$ cat src/hw/rtl/mmdt_pkg.sv
// Shared types and constants of the machine dispatch table
`default_nettype none

package mmdt_pkg;

    localparam int OP_W    = 2;
    localparam int MACH_W  = 4;
    localparam int PORT_TW = 32;
    localparam int ST_W    = 2;
    localparam int CFG_W   = 5;

    localparam logic [CFG_W-1:0] ACTIVE_RST = 5'd16;

    localparam logic [OP_W-1:0] OP_FIND_IDLE   = 2'd0;
    localparam logic [OP_W-1:0] OP_FIND_VICTIM = 2'd1;
    localparam logic [OP_W-1:0] OP_APPEND      = 2'd2;
    localparam logic [OP_W-1:0] OP_PREEMPT     = 2'd3;

    localparam logic [ST_W-1:0] ST_OK           = 2'd0;
    localparam logic [ST_W-1:0] ST_NONE         = 2'd1;
    localparam logic [ST_W-1:0] ST_BAD_INTERVAL = 2'd2;
    localparam logic [ST_W-1:0] ST_NO_MACHINE   = 2'd3;

    localparam int IN_MACH_LSB = 0;
    localparam int IN_TIME_LSB = IN_MACH_LSB + MACH_W;
    localparam int IN_END_LSB  = IN_TIME_LSB + PORT_TW;
    localparam int IN_PROC_LSB = IN_END_LSB + PORT_TW;
    localparam int IN_REL_LSB  = IN_PROC_LSB + PORT_TW;
    localparam int IN_USED_W   = IN_REL_LSB + PORT_TW;
    localparam int IN_DATA_W   = ((IN_USED_W + 7) / 8) * 8;

    localparam int OUT_FOUND_LSB = 0;
    localparam int OUT_NEND_LSB  = OUT_FOUND_LSB + MACH_W;
    localparam int OUT_MS_LSB    = OUT_NEND_LSB + PORT_TW;
    localparam int OUT_USED_W    = OUT_MS_LSB + PORT_TW;
    localparam int OUT_DATA_W    = ((OUT_USED_W + 7) / 8) * 8;
    localparam int OUT_PAD_W     = OUT_DATA_W - OUT_USED_W;

    typedef struct packed {
        logic load;
        logic write;
        logic step;
        logic out_load;
    } t_cmd;

    typedef struct packed {
        logic scan_last;
        logic out_free;
    } t_sts;

endpackage

`default_nettype wire

$ cat src/hw/rtl/mmdt_ctrl.sv
// Sequencer of the dispatch table: accept, update, scan, deliver
`default_nettype none

module mmdt_ctrl (
    input  wire              i_clk,
    input  wire              i_rst_n,
    input  wire              i_s_tvalid,
    output logic             o_s_tready,
    output mmdt_pkg::t_cmd   o_cmd,
    input  mmdt_pkg::t_sts   i_sts
);
    import mmdt_pkg::*;

    localparam logic [2:0] S_IDLE  = 3'd0;
    localparam logic [2:0] S_WRITE = 3'd1;
    localparam logic [2:0] S_SCAN  = 3'd2;
    localparam logic [2:0] S_DRAIN = 3'd3;
    localparam logic [2:0] S_DONE  = 3'd4;

    logic [2:0] r_state;
    logic [2:0] n_state;

    assign o_s_tready = (r_state == S_IDLE);

    always_comb begin
        n_state        = r_state;
        o_cmd          = '0;
        unique case (r_state)
            S_IDLE: begin
                if (i_s_tvalid) begin
                    o_cmd.load = 1'b1;
                    n_state    = S_WRITE;
                end
            end
            S_WRITE: begin
                o_cmd.write = 1'b1;
                n_state     = S_SCAN;
            end
            S_SCAN: begin
                o_cmd.step = 1'b1;
                if (i_sts.scan_last) begin
                    n_state = S_DRAIN;
                end
            end
            S_DRAIN: begin
                n_state = S_DONE;
            end
            S_DONE: begin
                if (i_sts.out_free) begin
                    o_cmd.out_load = 1'b1;
                    n_state        = S_IDLE;
                end
            end
            default: begin
                n_state = S_IDLE;
            end
        endcase
    end

    always_ff @(posedge i_clk) begin
        if (!i_rst_n) begin
            r_state <= S_IDLE;
        end else begin
            r_state <= n_state;
        end
    end

endmodule

`default_nettype wire

$ cat src/hw/rtl/mmdt_dpath.sv
// Datapath of the dispatch table: machine store, scan evaluation, result register
`default_nettype none

module mmdt_dpath #(
    parameter int MACHINES = 16,
    parameter int TIME_W   = 32
) (
    input  wire                                  i_clk,
    input  wire                                  i_rst_n,
    input  mmdt_pkg::t_cmd                       i_cmd,
    output mmdt_pkg::t_sts                       o_sts,
    input  wire  [mmdt_pkg::IN_DATA_W-1:0]       i_s_tdata,
    input  wire  [mmdt_pkg::OP_W-1:0]            i_s_tuser,
    input  wire                                  i_cfg_valid,
    input  wire  [mmdt_pkg::CFG_W-1:0]           i_cfg_data,
    output logic                                 o_m_tvalid,
    input  wire                                  i_m_tready,
    output logic [mmdt_pkg::OUT_DATA_W-1:0]      o_m_tdata,
    output logic [mmdt_pkg::ST_W-1:0]            o_m_tuser
);
    import mmdt_pkg::*;

    localparam int IDX_W = (MACHINES > 1) ? $clog2(MACHINES) : 1;
    localparam int CMP_W = ((IDX_W > CFG_W) ? IDX_W : CFG_W) + 1;
    localparam logic [CMP_W-1:0] MACH_LIM = CMP_W'(MACHINES);
    localparam logic [IDX_W-1:0] IDX_LAST = IDX_W'(MACHINES - 1);

    logic [CFG_W-1:0]    r_active,  n_active;
    logic [MACHINES-1:0] r_occ,     n_occ;
    logic [IDX_W-1:0]    r_rd_idx,  n_rd_idx;
    logic [IDX_W-1:0]    r_ev_idx;
    logic                r_ev_vld;
    logic                r_out_vld, n_out_vld;

    logic [OP_W-1:0]     r_op,      n_op;
    logic [MACH_W-1:0]   r_mach,    n_mach;
    logic [TIME_W-1:0]   r_t,       n_t;
    logic [TIME_W-1:0]   r_et,      n_et;
    logic [TIME_W-1:0]   r_pt,      n_pt;
    logic [TIME_W-1:0]   r_rel,     n_rel;
    logic [ST_W-1:0]     r_status,  n_status;
    logic [MACH_W-1:0]   r_found,   n_found;
    logic [TIME_W-1:0]   r_nend,    n_nend;
    logic                r_have,    n_have;
    logic [TIME_W-1:0]   r_best,    n_best;
    logic [TIME_W-1:0]   r_ms,      n_ms;

    logic [ST_W-1:0]     r_out_status, n_out_status;
    logic [MACH_W-1:0]   r_out_found,  n_out_found;
    logic [PORT_TW-1:0]  r_out_nend,   n_out_nend;
    logic [PORT_TW-1:0]  r_out_ms,     n_out_ms;

    logic [TIME_W-1:0]   r_end_mem [MACHINES];
    logic [TIME_W-1:0]   r_tgt_mem [MACHINES];
    logic [TIME_W-1:0]   r_rd_end;
    logic [TIME_W-1:0]   r_rd_tgt;

    logic [IDX_W-1:0]    wr_idx;
    logic                mach_oor;
    logic                we_end;
    logic                we_tgt;
    logic                ev_inr;
    logic                ev_occ;
    logic [TIME_W-1:0]   rem;

    assign wr_idx   = IDX_W'(r_mach);
    assign mach_oor = (CMP_W'(r_mach) >= CMP_W'(r_active)) || (CMP_W'(r_mach) >= MACH_LIM);
    assign ev_inr   = CMP_W'(r_ev_idx) < CMP_W'(r_active);
    assign ev_occ   = r_occ[r_ev_idx];
    assign rem      = r_rd_tgt - r_t;

    assign o_sts.scan_last = (r_rd_idx == IDX_LAST);
    assign o_sts.out_free  = !r_out_vld || i_m_tready;

    always_comb begin
        n_active     = r_active;
        n_occ        = r_occ;
        n_rd_idx     = r_rd_idx;
        n_out_vld    = r_out_vld;
        n_op         = r_op;
        n_mach       = r_mach;
        n_t          = r_t;
        n_et         = r_et;
        n_pt         = r_pt;
        n_rel        = r_rel;
        n_status     = r_status;
        n_found      = r_found;
        n_nend       = r_nend;
        n_have       = r_have;
        n_best       = r_best;
        n_ms         = r_ms;
        n_out_status = r_out_status;
        n_out_found  = r_out_found;
        n_out_nend   = r_out_nend;
        n_out_ms     = r_out_ms;
        we_end       = 1'b0;
        we_tgt       = 1'b0;

        if (i_cfg_valid) begin
            n_active = i_cfg_data;
        end

        if (i_cmd.load) begin
            n_op     = i_s_tuser;
            n_mach   = i_s_tdata[IN_MACH_LSB +: MACH_W];
            n_t      = TIME_W'(i_s_tdata[IN_TIME_LSB +: PORT_TW]);
            n_et     = TIME_W'(i_s_tdata[IN_END_LSB +: PORT_TW]);
            n_pt     = TIME_W'(i_s_tdata[IN_PROC_LSB +: PORT_TW]);
            n_rel    = TIME_W'(i_s_tdata[IN_REL_LSB +: PORT_TW]);
            n_status = ST_NONE;
            n_found  = i_s_tdata[IN_MACH_LSB +: MACH_W];
            n_nend   = '0;
            n_have   = 1'b0;
            n_best   = '0;
            n_ms     = '0;
            n_rd_idx = '0;
        end else if (i_cmd.write) begin
            unique case (r_op)
                OP_APPEND: begin
                    priority if (mach_oor) begin
                        n_status = ST_NO_MACHINE;
                    end else if (r_t >= r_et) begin
                        n_status = ST_BAD_INTERVAL;
                    end else begin
                        n_status       = ST_OK;
                        n_occ[wr_idx]  = 1'b1;
                        we_end         = 1'b1;
                        we_tgt         = 1'b1;
                    end
                end
                OP_PREEMPT: begin
                    if (mach_oor || !r_occ[wr_idx]) begin
                        n_status = ST_NO_MACHINE;
                    end else begin
                        n_status = ST_OK;
                        n_nend   = r_et;
                        we_end   = 1'b1;
                    end
                end
                OP_FIND_IDLE, OP_FIND_VICTIM: begin
                end
                default: begin
                end
            endcase
        end

        if (i_cmd.step) begin
            n_rd_idx = r_rd_idx + 1'b1;
        end

        if (r_ev_vld) begin
            if (ev_occ && (r_rd_end > r_ms)) begin
                n_ms = r_rd_end;
            end
            if ((r_op == OP_FIND_IDLE) && (r_status == ST_NONE) && ev_inr &&
                (!ev_occ || (r_rd_end <= r_t))) begin
                n_status = ST_OK;
                n_found  = MACH_W'(r_ev_idx);
            end
            if ((r_op == OP_FIND_VICTIM) && ev_inr && ev_occ && (rem > r_pt) &&
                (!r_have || (rem < r_best))) begin
                n_status = ST_OK;
                n_have   = 1'b1;
                n_best   = rem;
                n_found  = MACH_W'(r_ev_idx);
            end
        end

        if (i_cmd.out_load) begin
            n_out_vld    = 1'b1;
            n_out_status = r_status;
            n_out_found  = r_found;
            n_out_nend   = PORT_TW'(r_nend);
            n_out_ms     = PORT_TW'(r_ms);
        end else if (i_m_tready) begin
            n_out_vld = 1'b0;
        end
    end

    always_ff @(posedge i_clk) begin
        if (!i_rst_n) begin
            r_active  <= ACTIVE_RST;
            r_occ     <= '0;
            r_rd_idx  <= '0;
            r_ev_vld  <= 1'b0;
            r_out_vld <= 1'b0;
        end else begin
            r_active  <= n_active;
            r_occ     <= n_occ;
            r_rd_idx  <= n_rd_idx;
            r_ev_vld  <= i_cmd.step;
            r_out_vld <= n_out_vld;
        end
    end

    always_ff @(posedge i_clk) begin
        r_op         <= n_op;
        r_mach       <= n_mach;
        r_t          <= n_t;
        r_et         <= n_et;
        r_pt         <= n_pt;
        r_rel        <= n_rel;
        r_status     <= n_status;
        r_found      <= n_found;
        r_nend       <= n_nend;
        r_have       <= n_have;
        r_best       <= n_best;
        r_ms         <= n_ms;
        r_ev_idx     <= r_rd_idx;
        r_out_status <= n_out_status;
        r_out_found  <= n_out_found;
        r_out_nend   <= n_out_nend;
        r_out_ms     <= n_out_ms;
    end

    always_ff @(posedge i_clk) begin
        if (we_end) begin
            r_end_mem[wr_idx] <= r_et;
        end
        if (we_tgt) begin
            r_tgt_mem[wr_idx] <= r_rel + r_pt;
        end
        if (i_cmd.step) begin
            r_rd_end <= r_end_mem[r_rd_idx];
            r_rd_tgt <= r_tgt_mem[r_rd_idx];
        end
    end

    assign o_m_tvalid = r_out_vld;
    assign o_m_tuser  = r_out_status;
    assign o_m_tdata  = {{OUT_PAD_W{1'b0}}, r_out_ms, r_out_nend, r_out_found};

endmodule

`default_nettype wire

$ cat src/hw/rtl/multi_machine_dispatch_table.sv
// Top level of the machine dispatch table.
// One item is in flight at a time: a new beat is taken only after the result is loaded.
// The scan reads one machine entry a cycle.
// Reset clears occupied bits, active count (16) and handshake state synchronously;
// end and target stores are not cleared and need no clearing pass.
`default_nettype none

module multi_machine_dispatch_table #(
    parameter int MACHINES = 16,
    parameter int TIME_W   = 32
) (
    input  wire                                  i_clk,
    input  wire                                  i_rst_n,
    input  wire                                  i_s_tvalid,
    output logic                                 o_s_tready,
    // machine, request time, finish time, proc time, release time, zero pad
    input  wire  [mmdt_pkg::IN_DATA_W-1:0]       i_s_tdata,
    // op
    input  wire  [mmdt_pkg::OP_W-1:0]            i_s_tuser,
    output logic                                 o_m_tvalid,
    input  wire                                  i_m_tready,
    // found_machine, new_end, makespan, zero pad
    output logic [mmdt_pkg::OUT_DATA_W-1:0]      o_m_tdata,
    // status
    output logic [mmdt_pkg::ST_W-1:0]            o_m_tuser,
    input  wire                                  i_cfg_valid,
    output logic                                 o_cfg_ready,
    input  wire  [mmdt_pkg::CFG_W-1:0]           i_cfg_data
);
    import mmdt_pkg::*;

    t_cmd cmd;
    t_sts sts;

    assign o_cfg_ready = 1'b1;

    mmdt_ctrl u_ctrl (
        .i_clk      (i_clk),
        .i_rst_n    (i_rst_n),
        .i_s_tvalid (i_s_tvalid),
        .o_s_tready (o_s_tready),
        .o_cmd      (cmd),
        .i_sts      (sts)
    );

    mmdt_dpath #(
        .MACHINES (MACHINES),
        .TIME_W   (TIME_W)
    ) u_dpath (
        .i_clk       (i_clk),
        .i_rst_n     (i_rst_n),
        .i_cmd       (cmd),
        .o_sts       (sts),
        .i_s_tdata   (i_s_tdata),
        .i_s_tuser   (i_s_tuser),
        .i_cfg_valid (i_cfg_valid),
        .i_cfg_data  (i_cfg_data),
        .o_m_tvalid  (o_m_tvalid),
        .i_m_tready  (i_m_tready),
        .o_m_tdata   (o_m_tdata),
        .o_m_tuser   (o_m_tuser)
    );

endmodule

`default_nettype wire

$ cat config.mk
export PLATFORM = sky130hd
export DESIGN_NAME = multi_machine_dispatch_table
export DESIGN_NICKNAME = d
export VERILOG_FILES = /design/src/hw/rtl/mmdt_pkg.sv /design/src/hw/rtl/mmdt_ctrl.sv /design/src/hw/rtl/mmdt_dpath.sv /design/src/hw/rtl/multi_machine_dispatch_table.sv
export SDC_FILE = /design/constraint.sdc
export NUM_CORES = 2
export LEC_CHECK = 0
export BUFFER_PORTS_ARGS = -buffer_cell sky130_fd_sc_hd__buf_2
export CORE_ASPECT_RATIO = 1.25
export CORE_UTILIZATION = 44
export DETAILED_ROUTE_END_ITERATION = 12
export PLACE_DENSITY = 0.58
export SYNTH_ARGS = -nofsm -noshare
export SYNTH_HDL_FRONTEND = slang
export SYNTH_SLANG_ARGS = --single-unit
$ cat constraint.sdc
create_clock -name i_clk -period 10.59 [get_ports i_clk]
set_input_delay 2.118 -clock i_clk [delete_from_list [all_inputs] [get_ports i_clk]]
set_output_delay 2.118 -clock i_clk [all_outputs]
set_load 0.05 [all_outputs]
==> impl_results.md <==
- Status: finished, violations left
- Failing checks: design-rule violations
- PortBufs: 215
- Multiplexer share of the synthesized area: 0.140
- Post-synthesis cell area: 0.0588 mm2
- CTS clk-pin slew, worst paths: 0.06 ns
- Max Freq: 0.159 GHz
- Initial core utilization: 0.445
- Post-route DRC: 22
- Vias in the first global route: 31900
- Worst-Skew Late Latency: 0.80 ns
- CP max FO: 46
- Synth top area share: 0.659
- Total track usage: 0.222
- Switching pwr: 2.93 mW
- Setup-failing EPs final: 0
- Crit path time final: 6.28 ns
- Clock share of power: 0.389
- Largest net degree at the start of global routing: 145
- Vias post-DR: 30700
- CTS Sinks: 1429
- Die Height: 411 um
- Initial DRC count: 2580
- Std-Cell Core Area: 0.132 mm2
- Via density per instance: 5.73
- CP Cell Sequence: inv_1 -> ha_1 -> nor2b_1 -> o21a_1 -> a311o_1 -> o211a_1 -> o31ai_2 -> a21oi_1 -> or3_1 -> a31oi_1 -> xnor2_1 -> ha_1 -> nand4_1 -> nor4_1 -> a2111oi_0 -> a311oi_4 -> buf_4 -> nor3_1 -> a21o_1
- CTS tree: built
- RSZ-0062 raised after global routing: no
- Sequential element share of the synthesized area: 0.706
- Switching Fraction: 0.236
- DPL Wire Length: 91900 um
- #FFs+latches synth: 1429
- Fin. Hold Viols: 0
- Most frequent cell after synthesis: edfxtp_1
- Mean post-synth cell area: 18.3 um2
- Worst Hold Class: flip-flop to flip-flop
- Nature of the critical path endpoint: flip-flop
- Ranking of synthesized cells by area: edfxtp_1 66%, mux4_2 13%, ha_1 4.9%, dfxtp_1 4.7%, a21o_1 1.3%
- Crit Path Category: flip-flop to flip-flop
- Root Buffer: clkbuf_16
- Boundary Pins: 225
- Post-CTS setup buffers: 0
- Resize count post-CTS: 0
- Critical Path RT: 11.27 ns
- Final ANT Viol Nets: 0
- H-tree depth: 4
- Synth Area in Compound Gates: 0.0429
- DRT Wirelength: 148000 um
- Most common library cells after synthesis: 1292 x edfxtp_1, 330 x mux4_2, 229 x ha_1
- Post-Synth Adder-Cell Area: 0.0494
- Combinational share of power: 0.087
- Die X-Extent: 329 um
- Simple-gate portion of the synthesized area: 0.0335
- Std cell rows: 149
- Die area: 0.135 mm2
- Max_cap viols: 0
- Post-Synth XOR/XNOR Area: 0.00804
- Internal power: 9.51 mW
- Leak pwr: 22.8 nW
- CTS Buf Count: 143
- Synth cell types: 67
- CP startpoint: u_dpath.r_t[2]$_DFFE_PP_
- Main synth FF type: edfxtp_1
- Initial antenna violation count: 2
- Gp weighted congestion: 0.855
- Worst VDD drop: 0.101 mV
- TritonRoute pass-1 iters: 9
- Final net count: 3892
- Period utilisation layout: 0.593
- Post-Synthesis Cells: 3208
- CP Data Arrival Time: 6.95 ns
- Grt ovf: 0
- Hold-fix buffers, CTS: 0
- FFs w/ async S/R, synth: 0
- Routed wire per std cell: 27.7 um
- Clk buf depth: 3
- Worst r2r src: u_dpath.r_t[2]$_DFFE_PP_
- Fill cell count: 10700
- CP startpoint kind: flip-flop
- Number of flops mapped to enable cells by yosys: 1292
- Share of layout cells above drive strength 1: 0.247
- Relative slew margins: 0.0359
- Final Skew: 0.0345 ns
- Post-synth top area cell: edfxtp_1
- CP bufs+invs: 2
- Worst slew pin tran: 1.43 ns
- Seq pwr share: 0.525
- Area Overhead vs Synth: 13.6%
- Count of pins over their slew limit: 0
- Yosys synthesis warning count: 0
- Max stage delay on crit path: 0.81 ns
- Worst hold slack: 0.432 ns
- Global-route wire length before repair: 214000 um
- Slowest CP cell: a311oi_4
- Hold path start: u_dpath.r_nend[23]$_SDFFE_PP0P_
- Most used cell, CP: ha_1
- Family with the most delay on the worst path: compound AO/OA/AOI/OAI gates
- Largest family of logic cells by synthesized area: multiplexers
- Pwr/cell area: 186 mW/mm2
- Setup TNS Final: 0 ns
==> power groups by stage <==
stage	Clock [mW]	Sequential [mW]	Combinational, mW
after global placement	0	6.64	1.03
after global routing	5.13	6.54	1.19
after CTS	4.93	6.53	1.09
after detailed placement	0	6.65	1.08
final	4.84	6.53	1.08
after floorplan	0	6.60	0.739
==> flip-flops by register name, indices dropped and copies added, names as in the netlist, 5 cells and up <==
signal / flops
u_dpath.r_end_mem: 512
u_dpath.r_tgt_mem: 512
u_dpath.r_best: 32
u_dpath.r_et: 32
u_dpath.r_ms: 32
u_dpath.r_nend: 32
u_dpath.r_out_ms: 32
u_dpath.r_out_nend: 32
u_dpath.r_pt: 32
u_dpath.r_rd_end: 32
u_dpath.r_rd_tgt: 32
u_dpath.r_rel: 32
u_dpath.r_t: 32
u_dpath.r_occ: 16
u_dpath.r_active: 5
==> path summary, 6_finish.rpt <==
check                                                         to  slack (ns)  depth (start not counted)
worst max-delay path                  u_dpath.r_best[10]$_DFF_P_        4.31                         19
worst min-delay path            u_dpath.r_out_nend[23]$_DFFE_PP_        0.43                          0
worst max register to register        u_dpath.r_best[10]$_DFF_P_        4.31                         19
worst min register to register  u_dpath.r_out_nend[23]$_DFFE_PP_        0.43                          0
==> cell type report <==
class	count	area, um2	share of cell area
flip-flops and latches	1429	41600	0.622
multi-input cells	1477	16400	0.245
clock buffers	196	3940	0.0590
well taps	1736	2170	0.0325
repair buffers	279	1580	0.0237
inverters	183	694	0.0104
clock inverters	62	482	0.00721
diodes	1	2.50	0.0000375
==> cells in the final DEF, fill, tap and decap left out, types with 41 or more instances in the layout <==
cell type	Yosys	routed
edfxtp_1	1292	1292
mux4_2	330	330
ha_1	229	229
buf_2	10	215
inv_1	182	181
clkbuf_16	0	148
dfxtp_1	137	133
nor2_1	121	121
a21o_1	98	98
a21oi_1	95	94
nand2_1	86	86
buf_4	5	62
o21ai_0	47	47
clkbuf_1	81	42
mux2i_1	41	41
==> cells by family (layout without fill, tap and decap cells) <==
| group | count (synthesis) | count (layout) |
|---|---|---|
| flops | 1429 | 1429 |
| mux | 406 | 406 |
| simple gates | 404 | 404 |
| compound gates | 377 | 377 |
| buf+inv | 305 | 720 |
| fa+ha+maj | 231 | 231 |
| xor+xnor | 54 | 54 |
| other cells | 2 | 6 |
==> metrics by stage <==
step                      utilization  cells  area (um2)  power [mW]  setup slack, ns
after floorplan                     -   3211       58900        7.33             3.11
after global placement          0.471   5104       62400        7.67             4.41
after detailed placement        0.471   5104       62400        7.73             4.32
after CTS                       0.505   5362       66800        12.5             4.24
after global routing            0.505   5362       66800        12.9             3.74
final                           0.505   5363       66800        12.4             4.31
==> per-layer routing <==
metal  global-route usage  vias to the layer above  routed length, um
met5                    0                        -                  0
met1                0.278                    16100              58300
met4               0.0704                        0               3970
met3               0.0335                      212               7590
li1                     -                    13400                  -
met2                0.393                      954              78500
Note: power is estimated with default switching activity, not from simulation.
